==> src/hdl/lpbs_pkg.sv <==
// shared types and constants for the led priority blink selector
package lpbs_pkg;

  typedef enum logic [1:0] {
    OP_TICK,
    OP_SET,
    OP_FLASH,
    OP_REFRESH
  } op_t;

  typedef enum logic [2:0] {
    MODE_OFF,
    MODE_ON,
    MODE_SLOW,
    MODE_FAST,
    MODE_FLASH
  } mode_t;

  // configuration register indexes
  localparam logic [2:0] REG_LED_ENABLE  = 3'd0;
  localparam logic [2:0] REG_BRIGHTNESS  = 3'd1;
  localparam logic [2:0] REG_FAST_PERIOD = 3'd2;
  localparam logic [2:0] REG_SLOW_PERIOD = 3'd3;
  localparam logic [2:0] REG_FLASH_TIME  = 3'd4;

  localparam int CFG_ADDR_W = 3;
  localparam int CFG_DATA_W = 12;
  localparam int PERIOD_W   = 12;
  localparam int LEVEL_W    = 8;
  localparam int DUR_W      = 32;
  localparam int SCORE_W    = 6;
  localparam int CIDX_W     = 2;

  // physical channels with a pixel byte
  localparam int GRB_COLORS = 3;

  localparam logic [CIDX_W-1:0] COLOR_BLUE  = 2'd0;
  localparam logic [CIDX_W-1:0] COLOR_GREEN = 2'd1;
  localparam logic [CIDX_W-1:0] COLOR_RED   = 2'd2;
  localparam logic [CIDX_W-1:0] COLOR_NONE  = 2'd3;

  localparam logic [LEVEL_W-1:0]  RST_BRIGHTNESS  = 8'd80;
  localparam logic [PERIOD_W-1:0] RST_FAST_PERIOD = 12'd200;
  localparam logic [PERIOD_W-1:0] RST_SLOW_PERIOD = 12'd1000;
  localparam logic [PERIOD_W-1:0] RST_FLASH_TIME  = 12'd50;

  localparam logic [SCORE_W-1:0] MODE_WEIGHT = 6'd10;

endpackage

==> src/hdl/led_priority_blink_selector.sv <==
// top level: per-color mode state, tick/set/flash/refresh handling, priority pick
//
// Usage:
//   in_*  channel: one request per handshake. in_tuser carries the operation
//         (tick, set mode, flash request, refresh); in_tdata carries the color,
//         the requested mode and the duration in milliseconds.
//   out_* channel: a refresh request yields one result (winning color, its
//         score and the green, red and blue bytes); other requests yield none.
//   cfg_* port: single-cycle writes of enable, brightness, blink periods and
//         default flash time; write only while the block is idle.
// Timing: a request is held in the input register while its state update and
//   result are computed; a refresh result is then loaded into the result register
//   and shown on out_tvalid. One request per clock is taken, except while a
//   refresh is held in the input register by a stalled output.
// Stall: while out_tvalid is high and out_tready low the result holds; the
//   block keeps taking ticks, sets and flashes, and stops at the next refresh.
// Reset: rst_n low clears every color to off with no timeout and zero
//   counters, and loads the default configuration.
module led_priority_blink_selector
  import lpbs_pkg::*;
#(
  parameter int NUM_COLORS = 3
) (
  input  logic                  clk,
  input  logic                  rst_n,
  // cfg
  input  logic                  cfg_we,
  input  logic [CFG_ADDR_W-1:0] cfg_addr,
  input  logic [CFG_DATA_W-1:0] cfg_wdata,
  // request stream
  input  logic                  in_tvalid,
  output logic                  in_tready,
  input  logic [39:0]           in_tdata,  // color_sel[1:0], requested_mode[4:2],
                                           // duration[36:5], zero pad[39:37]
  input  logic [1:0]            in_tuser,  // operation[1:0]
  // result stream
  output logic                  out_tvalid,
  input  logic                  out_tready,
  output logic [31:0]           out_tdata  // shown_color[1:0], score[7:2],
                                           // green_level[15:8], red_level[23:16],
                                           // blue_level[31:24]
);

  localparam int LIT_COLORS = (NUM_COLORS < GRB_COLORS) ? NUM_COLORS : GRB_COLORS;

  // configuration
  logic                en_r;
  logic [LEVEL_W-1:0]  bright_r;
  logic [PERIOD_W-1:0] fast_per_r;
  logic [PERIOD_W-1:0] slow_per_r;
  logic [PERIOD_W-1:0] flash_time_r;

  always_ff @(posedge clk) begin
    if (!rst_n) begin
      en_r         <= 1'b1;
      bright_r     <= RST_BRIGHTNESS;
      fast_per_r   <= RST_FAST_PERIOD;
      slow_per_r   <= RST_SLOW_PERIOD;
      flash_time_r <= RST_FLASH_TIME;
    end else if (cfg_we) begin
      case (cfg_addr)
        REG_LED_ENABLE:  en_r         <= cfg_wdata[0];
        REG_BRIGHTNESS:  bright_r     <= cfg_wdata[LEVEL_W-1:0];
        REG_FAST_PERIOD: fast_per_r   <= cfg_wdata[PERIOD_W-1:0];
        REG_SLOW_PERIOD: slow_per_r   <= cfg_wdata[PERIOD_W-1:0];
        REG_FLASH_TIME:  flash_time_r <= cfg_wdata[PERIOD_W-1:0];
        default: ;
      endcase
    end
  end

  // input register
  logic              s1_valid_r;
  op_t               s1_op_r;
  logic [CIDX_W-1:0] s1_color_r;
  logic [2:0]        s1_mode_r;
  logic [DUR_W-1:0]  s1_dur_r;
  logic              s1_advance;
  logic              in_acc;

  logic              out_valid_r;
  logic [31:0]       out_data_r;
  logic [31:0]       out_data_nxt;

  assign s1_advance = s1_valid_r && ((s1_op_r != OP_REFRESH) || !out_valid_r || out_tready);
  assign in_tready  = !s1_valid_r || s1_advance;
  assign in_acc     = in_tvalid && in_tready;

  always_ff @(posedge clk) begin
    if (!rst_n) begin
      s1_valid_r <= 1'b0;
    end else if (in_tready) begin
      s1_valid_r <= in_tvalid;
    end
  end

  always_ff @(posedge clk) begin
    if (in_acc) begin
      s1_op_r    <= op_t'(in_tuser);
      s1_color_r <= in_tdata[1:0];
      s1_mode_r  <= in_tdata[4:2];
      s1_dur_r   <= in_tdata[36:5];
    end
  end

  // per-color state
  mode_t               mode_r    [NUM_COLORS];
  logic [DUR_W-1:0]    tmo_r     [NUM_COLORS];
  logic [DUR_W-1:0]    elapsed_r [NUM_COLORS];
  logic [PERIOD_W-1:0] phase_r   [NUM_COLORS];
  mode_t               mode_nxt    [NUM_COLORS];
  logic [DUR_W-1:0]    tmo_nxt     [NUM_COLORS];
  logic [DUR_W-1:0]    elapsed_nxt [NUM_COLORS];
  logic [PERIOD_W-1:0] phase_nxt   [NUM_COLORS];

  mode_t               req_mode;
  logic                color_ok;
  logic [SCORE_W-1:0]  best;
  logic [CIDX_W-1:0]   shown;
  logic [LEVEL_W-1:0]  g_lvl, r_lvl, b_lvl;

  always_comb begin
    req_mode = (s1_mode_r > MODE_FLASH) ? MODE_OFF : mode_t'(s1_mode_r);
    color_ok = en_r && (int'(s1_color_r) < LIT_COLORS);
  end

  always_comb begin
    logic                is_blink;
    logic [PERIOD_W-1:0] per;
    logic [PERIOD_W:0]   p;
    logic                hit;
    logic                expired;
    mode_t               eff_mode;
    logic                lit;
    logic [SCORE_W-1:0]  sc;
    best  = '0;
    shown = COLOR_NONE;
    for (int i = 0; i < NUM_COLORS; i++) begin
      mode_nxt[i]    = mode_r[i];
      tmo_nxt[i]     = tmo_r[i];
      elapsed_nxt[i] = elapsed_r[i];
      phase_nxt[i]   = phase_r[i];
      is_blink = (mode_r[i] == MODE_SLOW) || (mode_r[i] == MODE_FAST);
      per      = (mode_r[i] == MODE_FAST) ? fast_per_r : slow_per_r;
      p        = {1'b0, phase_r[i]} + 1'b1;
      hit      = color_ok && (int'(s1_color_r) == i);
      expired  = en_r && (tmo_r[i] != '0) && (elapsed_r[i] >= tmo_r[i]);

      if (s1_valid_r && s1_advance) begin
        case (s1_op_r)
          OP_TICK: begin
            if (elapsed_r[i] != '1) elapsed_nxt[i] = elapsed_r[i] + 1'b1;
            if (is_blink) begin
              phase_nxt[i] = (p >= {1'b0, per}) ? '0 : p[PERIOD_W-1:0];
            end else begin
              phase_nxt[i] = '0;
            end
          end
          OP_SET: begin
            if (hit) begin
              mode_nxt[i]    = req_mode;
              tmo_nxt[i]     = ((req_mode == MODE_FLASH) && (s1_dur_r == '0)) ?
                               DUR_W'(flash_time_r) : s1_dur_r;
              elapsed_nxt[i] = '0;
              phase_nxt[i]   = '0;
            end
          end
          OP_FLASH: begin
            if (hit && !is_blink) begin
              mode_nxt[i]    = MODE_FLASH;
              tmo_nxt[i]     = DUR_W'(flash_time_r);
              elapsed_nxt[i] = '0;
              phase_nxt[i]   = '0;
            end
          end
          OP_REFRESH: begin
            if (expired) begin
              mode_nxt[i] = MODE_OFF;
              tmo_nxt[i]  = '0;
            end
          end
          default: ;
        endcase
      end

      // scoring uses the mode after expiry
      eff_mode = expired ? MODE_OFF : mode_r[i];
      lit = (eff_mode != MODE_OFF);
      if ((eff_mode == MODE_SLOW) || (eff_mode == MODE_FAST)) begin
        if (phase_r[i] >= (per >> 1)) lit = 1'b0;
      end
      sc = SCORE_W'(eff_mode) * MODE_WEIGHT + SCORE_W'(NUM_COLORS - i);
      if (en_r && lit && (i < GRB_COLORS) && (sc > best)) begin
        best  = sc;
        shown = CIDX_W'(i);
      end
    end

    g_lvl = (shown == COLOR_GREEN) ? bright_r : '0;
    r_lvl = (shown == COLOR_RED)   ? bright_r : '0;
    b_lvl = (shown == COLOR_BLUE)  ? bright_r : '0;
    out_data_nxt = {b_lvl, r_lvl, g_lvl, best, shown};
  end

  always_ff @(posedge clk) begin
    if (!rst_n) begin
      for (int i = 0; i < NUM_COLORS; i++) begin
        mode_r[i]    <= MODE_OFF;
        tmo_r[i]     <= '0;
        elapsed_r[i] <= '0;
        phase_r[i]   <= '0;
      end
    end else begin
      for (int i = 0; i < NUM_COLORS; i++) begin
        mode_r[i]    <= mode_nxt[i];
        tmo_r[i]     <= tmo_nxt[i];
        elapsed_r[i] <= elapsed_nxt[i];
        phase_r[i]   <= phase_nxt[i];
      end
    end
  end

  // result register
  logic load_out;
  assign load_out = s1_advance && (s1_op_r == OP_REFRESH);

  always_ff @(posedge clk) begin
    if (!rst_n) begin
      out_valid_r <= 1'b0;
    end else if (load_out) begin
      out_valid_r <= 1'b1;
    end else if (out_tready) begin
      out_valid_r <= 1'b0;
    end
  end

  always_ff @(posedge clk) begin
    if (load_out) out_data_r <= out_data_nxt;
  end

  assign out_tvalid = out_valid_r;
  assign out_tdata  = out_data_r;

endmodule
==> config.mk <==
export PLATFORM = sky130hd
export DESIGN_NAME = led_priority_blink_selector
export DESIGN_NICKNAME = d
export VERILOG_FILES = /design/src/hdl/lpbs_pkg.sv /design/src/hdl/led_priority_blink_selector.sv
export SDC_FILE = /design/constraint.sdc
export NUM_CORES = 1
export LEC_CHECK = 0
export BUFFER_PORTS_ARGS = -buffer_cell sky130_fd_sc_hd__buf_2
export CAP_MARGIN = 15
export CORE_ASPECT_RATIO = 0.75
export CORE_MARGIN = 2
export CORE_UTILIZATION = 45
export CTS_BUF_LIST = sky130_fd_sc_hd__clkbuf_16
export CTS_CLUSTER_SIZE = 28
export DETAILED_ROUTE_END_ITERATION = 16
export PLACE_DENSITY = 0.61
export SLEW_MARGIN = 40
export SYNTH_ARGS = -nofsm -noshare
export SYNTH_HDL_FRONTEND = slang
export SYNTH_SLANG_ARGS = --single-unit
==> constraint.sdc <==
create_clock -name clk -period 14.6 [get_ports clk]
set_input_delay 1.46 -clock clk [delete_from_list [all_inputs] [get_ports clk]]
set_output_delay 1.46 -clock clk [all_outputs]
set_load 0.02 [all_outputs]
; ---- Yosys cells after proc, flatten, opt, wreduce, memory -nomap -nowiden
; Memory sizes are Yosys's and may differ from the RTL's.
; Cells that the tools add are included.
[classes]
bitwise_logic = 12
magnitude_cmp = 14
div = 0
n_mul = 3
n_reduce_logical = 55
n_eq_ne = 28
n_mux = 96
shifts = 0
add_sub_neg = 9
[ops]
columns = op, n
row1 = 32-bit two-way mux, 31
row2 = 32-bit case mux with 3 select lines, 6
row3 = 12-bit two-way mux, 21
row4 = 12-bit case mux with 3 select lines, 3
row5 = 32-bit by 1-bit adder with 32-bit output (second input constant), 3
row6 = 32-bit greater-or-equal comparator, 3
row7 = 32-bit inequality test (second input constant), 3
row8 = 32-bit nonzero test, 3
row9 = 3-bit two-way mux, 16
row10 = 3-bit by 2-bit equality test with 1-bit output (second input constant), 14
row11 = 12-bit by 1-bit adder with 13-bit output (second input constant), 3
row12 = 13-bit by 12-bit greater-or-equal comparator with 1-bit output, 3
row13 = 12-bit by 11-bit greater-or-equal comparator with 1-bit output, 3
row14 = 32-bit zero test, 1
row15 = 3-bit case mux with 3 select lines, 3
row16 = 1-bit logical AND, 24
row17 = 6-bit two-way mux, 3
row18 = 3-bit by 3-bit multiplier with 5-bit output (second input constant), 3
row19 = 6-bit by 2-bit adder with 6-bit output (second input constant), 2
row20 = 6-bit > comparator, 2
row21 = 1-bit OR, 12
row22 = 2-bit equality test (second input constant), 5
row23 = 1-bit two-way mux, 10
row24 = 2-bit AND reduction, 5
row25 = 15 further kinds, 35
[word_totals]
word_cells = 236
latchBits = 0
n_memories = 4
inputBits = 62
rom_bits = 0
reg_bits = 118
ramBits = 237
[mem_list]
columns = name, depth, word_bits, rd, rd_ports_with_merged_regs, write_ports, line
row1 = elapsed_r, 3, 32, 3, 0, 3, led_priority_blink_selector.sv:109  ; logic [DUR_W-1:0] elapsed_r [NUM_COLORS];
row2 = tmo_r, 3, 32, 3, 0, 3, led_priority_blink_selector.sv:108  ; logic [DUR_W-1:0] tmo_r [NUM_COLORS];
row3 = phase_r, 3, 12, 3, 0, 3, led_priority_blink_selector.sv:110  ; logic [PERIOD_W-1:0] phase_r [NUM_COLORS];
row4 = mode_r, 3, 3, 3, 0, 3, led_priority_blink_selector.sv:107  ; mode_t mode_r [NUM_COLORS];

; ---- Logic depth before layout (Yosys ltp)
; An unclocked memory read counts as a cell.
[logic_depth]
word_depth = 18
ltp_mapped = 36

; ---- Least setup slack after synthesis
; No wires, ideal clock.
[synth_path]
path_type = register -> register
from = memory tmo_r[0][6]
to = register out_data_r[3] (netlist: out_tdata[3]), data pin
period_less_slack_ps = 6199
required_ps = 14335
n_path_buf = 2
arrival_time_ps = 5934
setup_time_ps = 265
slack_ps = 8401
path_stages_with_launch = 33
cell_sequence = dfxtp_1 > inv_1 > ha_1 > and4_1 > o2111ai_1 > a211o_1 > a31o_1 > a21o_1 > and2_1 > ha_1 > o21ba_2 > and2_1 > o211ai_1 > a31o_2 > o211ai_1 > or3_1 > ha_1 > and4_1 > a21oi_1 > nand2_1 > o311ai_4 > nand2_1 > clkbuf_1 > o2bb2ai_2 > inv_1 > ha_1 > nand4_1 > o21bai_1 > o221ai_1 > a31o_2 > a311oi_2 > buf_2 > a21oi_1
[synth_lines]
columns = item, line
row1 = from (decl), led_priority_blink_selector.sv:108
row2 = to (signal assigned), led_priority_blink_selector.sv:238  ; if (load_out) out_data_r <= out_data_nxt;
row3 = to (decl), led_priority_blink_selector.sv:82  ; logic [31:0] out_data_r;

==> flow_summary.toml <==
[floorplanning]
fp.dieArea_mm2 = 0.04592
initial_core_util_pct = 45.71
die_height_um = 186.1
floorplan.rows = 66
design.core.area_mm2 = 0.04352
ioPinCount = 96
die-width_um = 246.8

[worst_setup_path]
arrival_ns = 8.65
critical-path-top-delay-family = "simple AND/OR/NAND/NOR gates"
worstPathMaxFanout = 11
worst_path_most_repeated_cell = "ha_1"
timing.critical_path.buf_inv = 3
worstPathRequired_ns = 14.89
cp-end-kind = "register"
timing.setup.critical_path_class = "register to register"
critPathLaunchType = "register"
critical-path-slowest-cell = "a311oi_2"
crit_path_max_incr_delay_ns = 0.58

[yosys]
total_nets_after_synthesis = 2548
netlist_top_cells_area = "dfxtp_1, ha_1, edfxtp_1"
syn_avg_cell_area_um2 = 8.686
ys_top_cells_by_count = "nand2_1, dfxtp_1, nor2_1"
synth-main-ff-cell = "dfxtp_1"
sequential_area_share_after_synthesis_pct = 39.30
cell_taking_the_most_area_after_synthesis = "dfxtp_1"
ys_async_sr_fraction_pct = 0
yosysMostFrequentCell = "nand2_1"
synthDominantCellAreaShare_pct = 28.58
yosysUniqueCellTypes = 72
postSynthRegisterBits = 355
yosys_warnings = 0
postSynthCellCount = 2290
syn_area_mm2 = 0.01989
synth_enable_flop_cells = 71

[routing]
drtPass1Iterations = 5
drt_first_iter_violations = 1334
routedWlPerCell_um = 18.39
route.detailed.vias_per_inst = 5.585
routed-via-count = 16505
routed_wl_mm = 54.34
postRouteAntennaNets = 0
detail_route.drc_violations = 0

[pwr]
power_density_mw_per_mm2 = 99.20
totalPowerFinal_mw = 2.194
cellLeakagePower_nw = 8.924
worst_ir_drop_vdd_uv = 77.24

[sta]
unrepaired_setup_endpoints_after_global_routing = "no"
slew-limit-headroom_pct = 39.86
clock.fmax_ghz = 0.1196
worst-slew-pin-transition_ns = 0.8939
final_report_hold_violation_count = 0
finalSetupTns_ns = 0
layout_worst_path_cycle_share_pct = 57.26
period_minus_slack_ns = 8.360
slew_violations = 0
finClkSkew_ns = 0.01870
setup_violations = 0
setup_ws_ns = 6.240
finalHoldWorstSlack_ns = 0.4622

[layout]
antenna_cells = 0
layout.nets = 2605
synthToLayoutAreaGrowth_pct = 11.17
share_of_layout_cells_above_drive_strength_1_pct = 8.835
finish.cell_count_without_fillers = 2955
finish.instance_area_mm2 = 0.02211
layout.core_utilization_pct = 50.81

[placed_design]
dpl.hpwl_mm = 40.94
placement.setup.worst_slack_ns = 6.356
place.gp.congestion = 0.9611
dpl_cell_area_mm2 = 0.02089
io_buffer_count = 92
numPlacedInstances = 2885

[global_routing]
grt.overflow.total = 0
grt_pass1_wl_mm = 85.32
global_route.usage.total_pct = 23.73
grt_pass1_vias = 15394
largest_net_degree_at_the_start_of_global_routing = 81
antenna_violations_before_repair = 0

[cts]
clkSlewWorstSetupHoldPaths_ns = 0.06
ctsResizeCount = 0
cts_hold_repair.buffers = 0
root_buffer_cell = "clkbuf_16"
tritoncts = "done"
tritoncts.num_buffers = 38
clock_path_buffers = 3
tritoncts_num_sinks = 355
cts-htree-levels = 2
cts_setup_buffers = 0
worst_skew_pair_later_pin_latency_ns = 0.55

[flow_run]
timing.max_cap.violations = 0

[hold_path]
min-delay-path-class = "register to register"

[run_status]
outcome = "finished, final reports clean"
## cells by family after synthesis
logic type | Yosys count | share of synthesized area (%)
AND/OR/NAND/NOR | 934 | 22.51
buffers and inverters | 233 | 4.617
adder cells (fa/ha/maj) | 196 | 12.33
AO/OA/AOI/OAI | 394 | 13.00
multiplexers | 58 | 2.963
flip-flops | 355 | 39.30
XOR/XNOR | 120 | 5.284
## state kept, by name, summed over array words and instances (netlist names), 8 cells and up
register,count
flash_time_r,12
s1_dur_r,32
out_tdata,32
slow_per_r,12
elapsed_r,96
tmo_r,96
fast_per_r,12
bright_r,8
mode_r,9
phase_r,36
## worst reg2reg max path, delay by kind of cell (launching register included)
family                     cells  cell delay [ns]
and+or+nand+nor               10             2.76
AOI/OAI and AO/OA             10             2.61
adders and majority gates      5             1.47
xor gates and xnor gates       2             0.70
DFF                            1             0.33
buffers and inverters          3             0.26
## where the power goes
group,switching [mW],internal (mW)
registers,0.0189,1.02
logic,0.136,0.0647
clock network,0.414,0.538
## layout by cell type, fill, tap and decap left out, drive strengths merged, types with 38 or more instances in the layout
master / netlist / final
xor2: 61 / 61
ha: 196 / 196
a21oi: 118 / 118
a21o: 38 / 38
buf: 30 / 106
nand2: 298 / 298
edfxtp: 71 / 71
inv: 143 / 158
nand4: 45 / 45
nor3: 43 / 43
dfxtp: 284 / 284
mux2i: 51 / 51
nor4: 38 / 38
nand3: 124 / 124
nor2: 208 / 208
and2: 48 / 48
clkbuf: 59 / 42
xnor2: 59 / 59
o21ai: 71 / 71
## per-layer routing
layer  vias to the layer above  part of all wire, %  global-route usage, %
met1                      7821                   50                  35.73
met5                         -                    0                      0
met3                        77                  5.9                  3.763
li1                       8193                    -                      -
met4                         0                  2.6                  6.554
met2                       414                   41                  34.75
## area by class of cell
| type | count | area [µm²] |
|---|---|---|
| Fill cell | 4096 | 21410 |
| Multi-Input combinational cell | 1702 | 11230 |
| Sequential cell | 355 | 7818 |
| Clock buffer | 42 | 1051 |
| Tap cell | 578 | 723.2 |
| Timing Repair Buffer | 106 | 576.8 |
| Inverter | 144 | 543.0 |
| Clock inverter | 28 | 166.4 |
## worst paths after layout
check / start / to / slack (ns) / cells past startpoint
setup / recovery: tmo_r[0][63] / out_tdata[13] / 6.24 / 30
hold / removal: flash_time_r[6] / flash_time_r[6] / 0.46 / 2
setup reg to reg: tmo_r[0][63] / out_tdata[13] / 6.24 / 30
hold reg to reg: flash_time_r[6] / flash_time_r[6] / 0.46 / 2
Power figures use the tool's default switching activity.
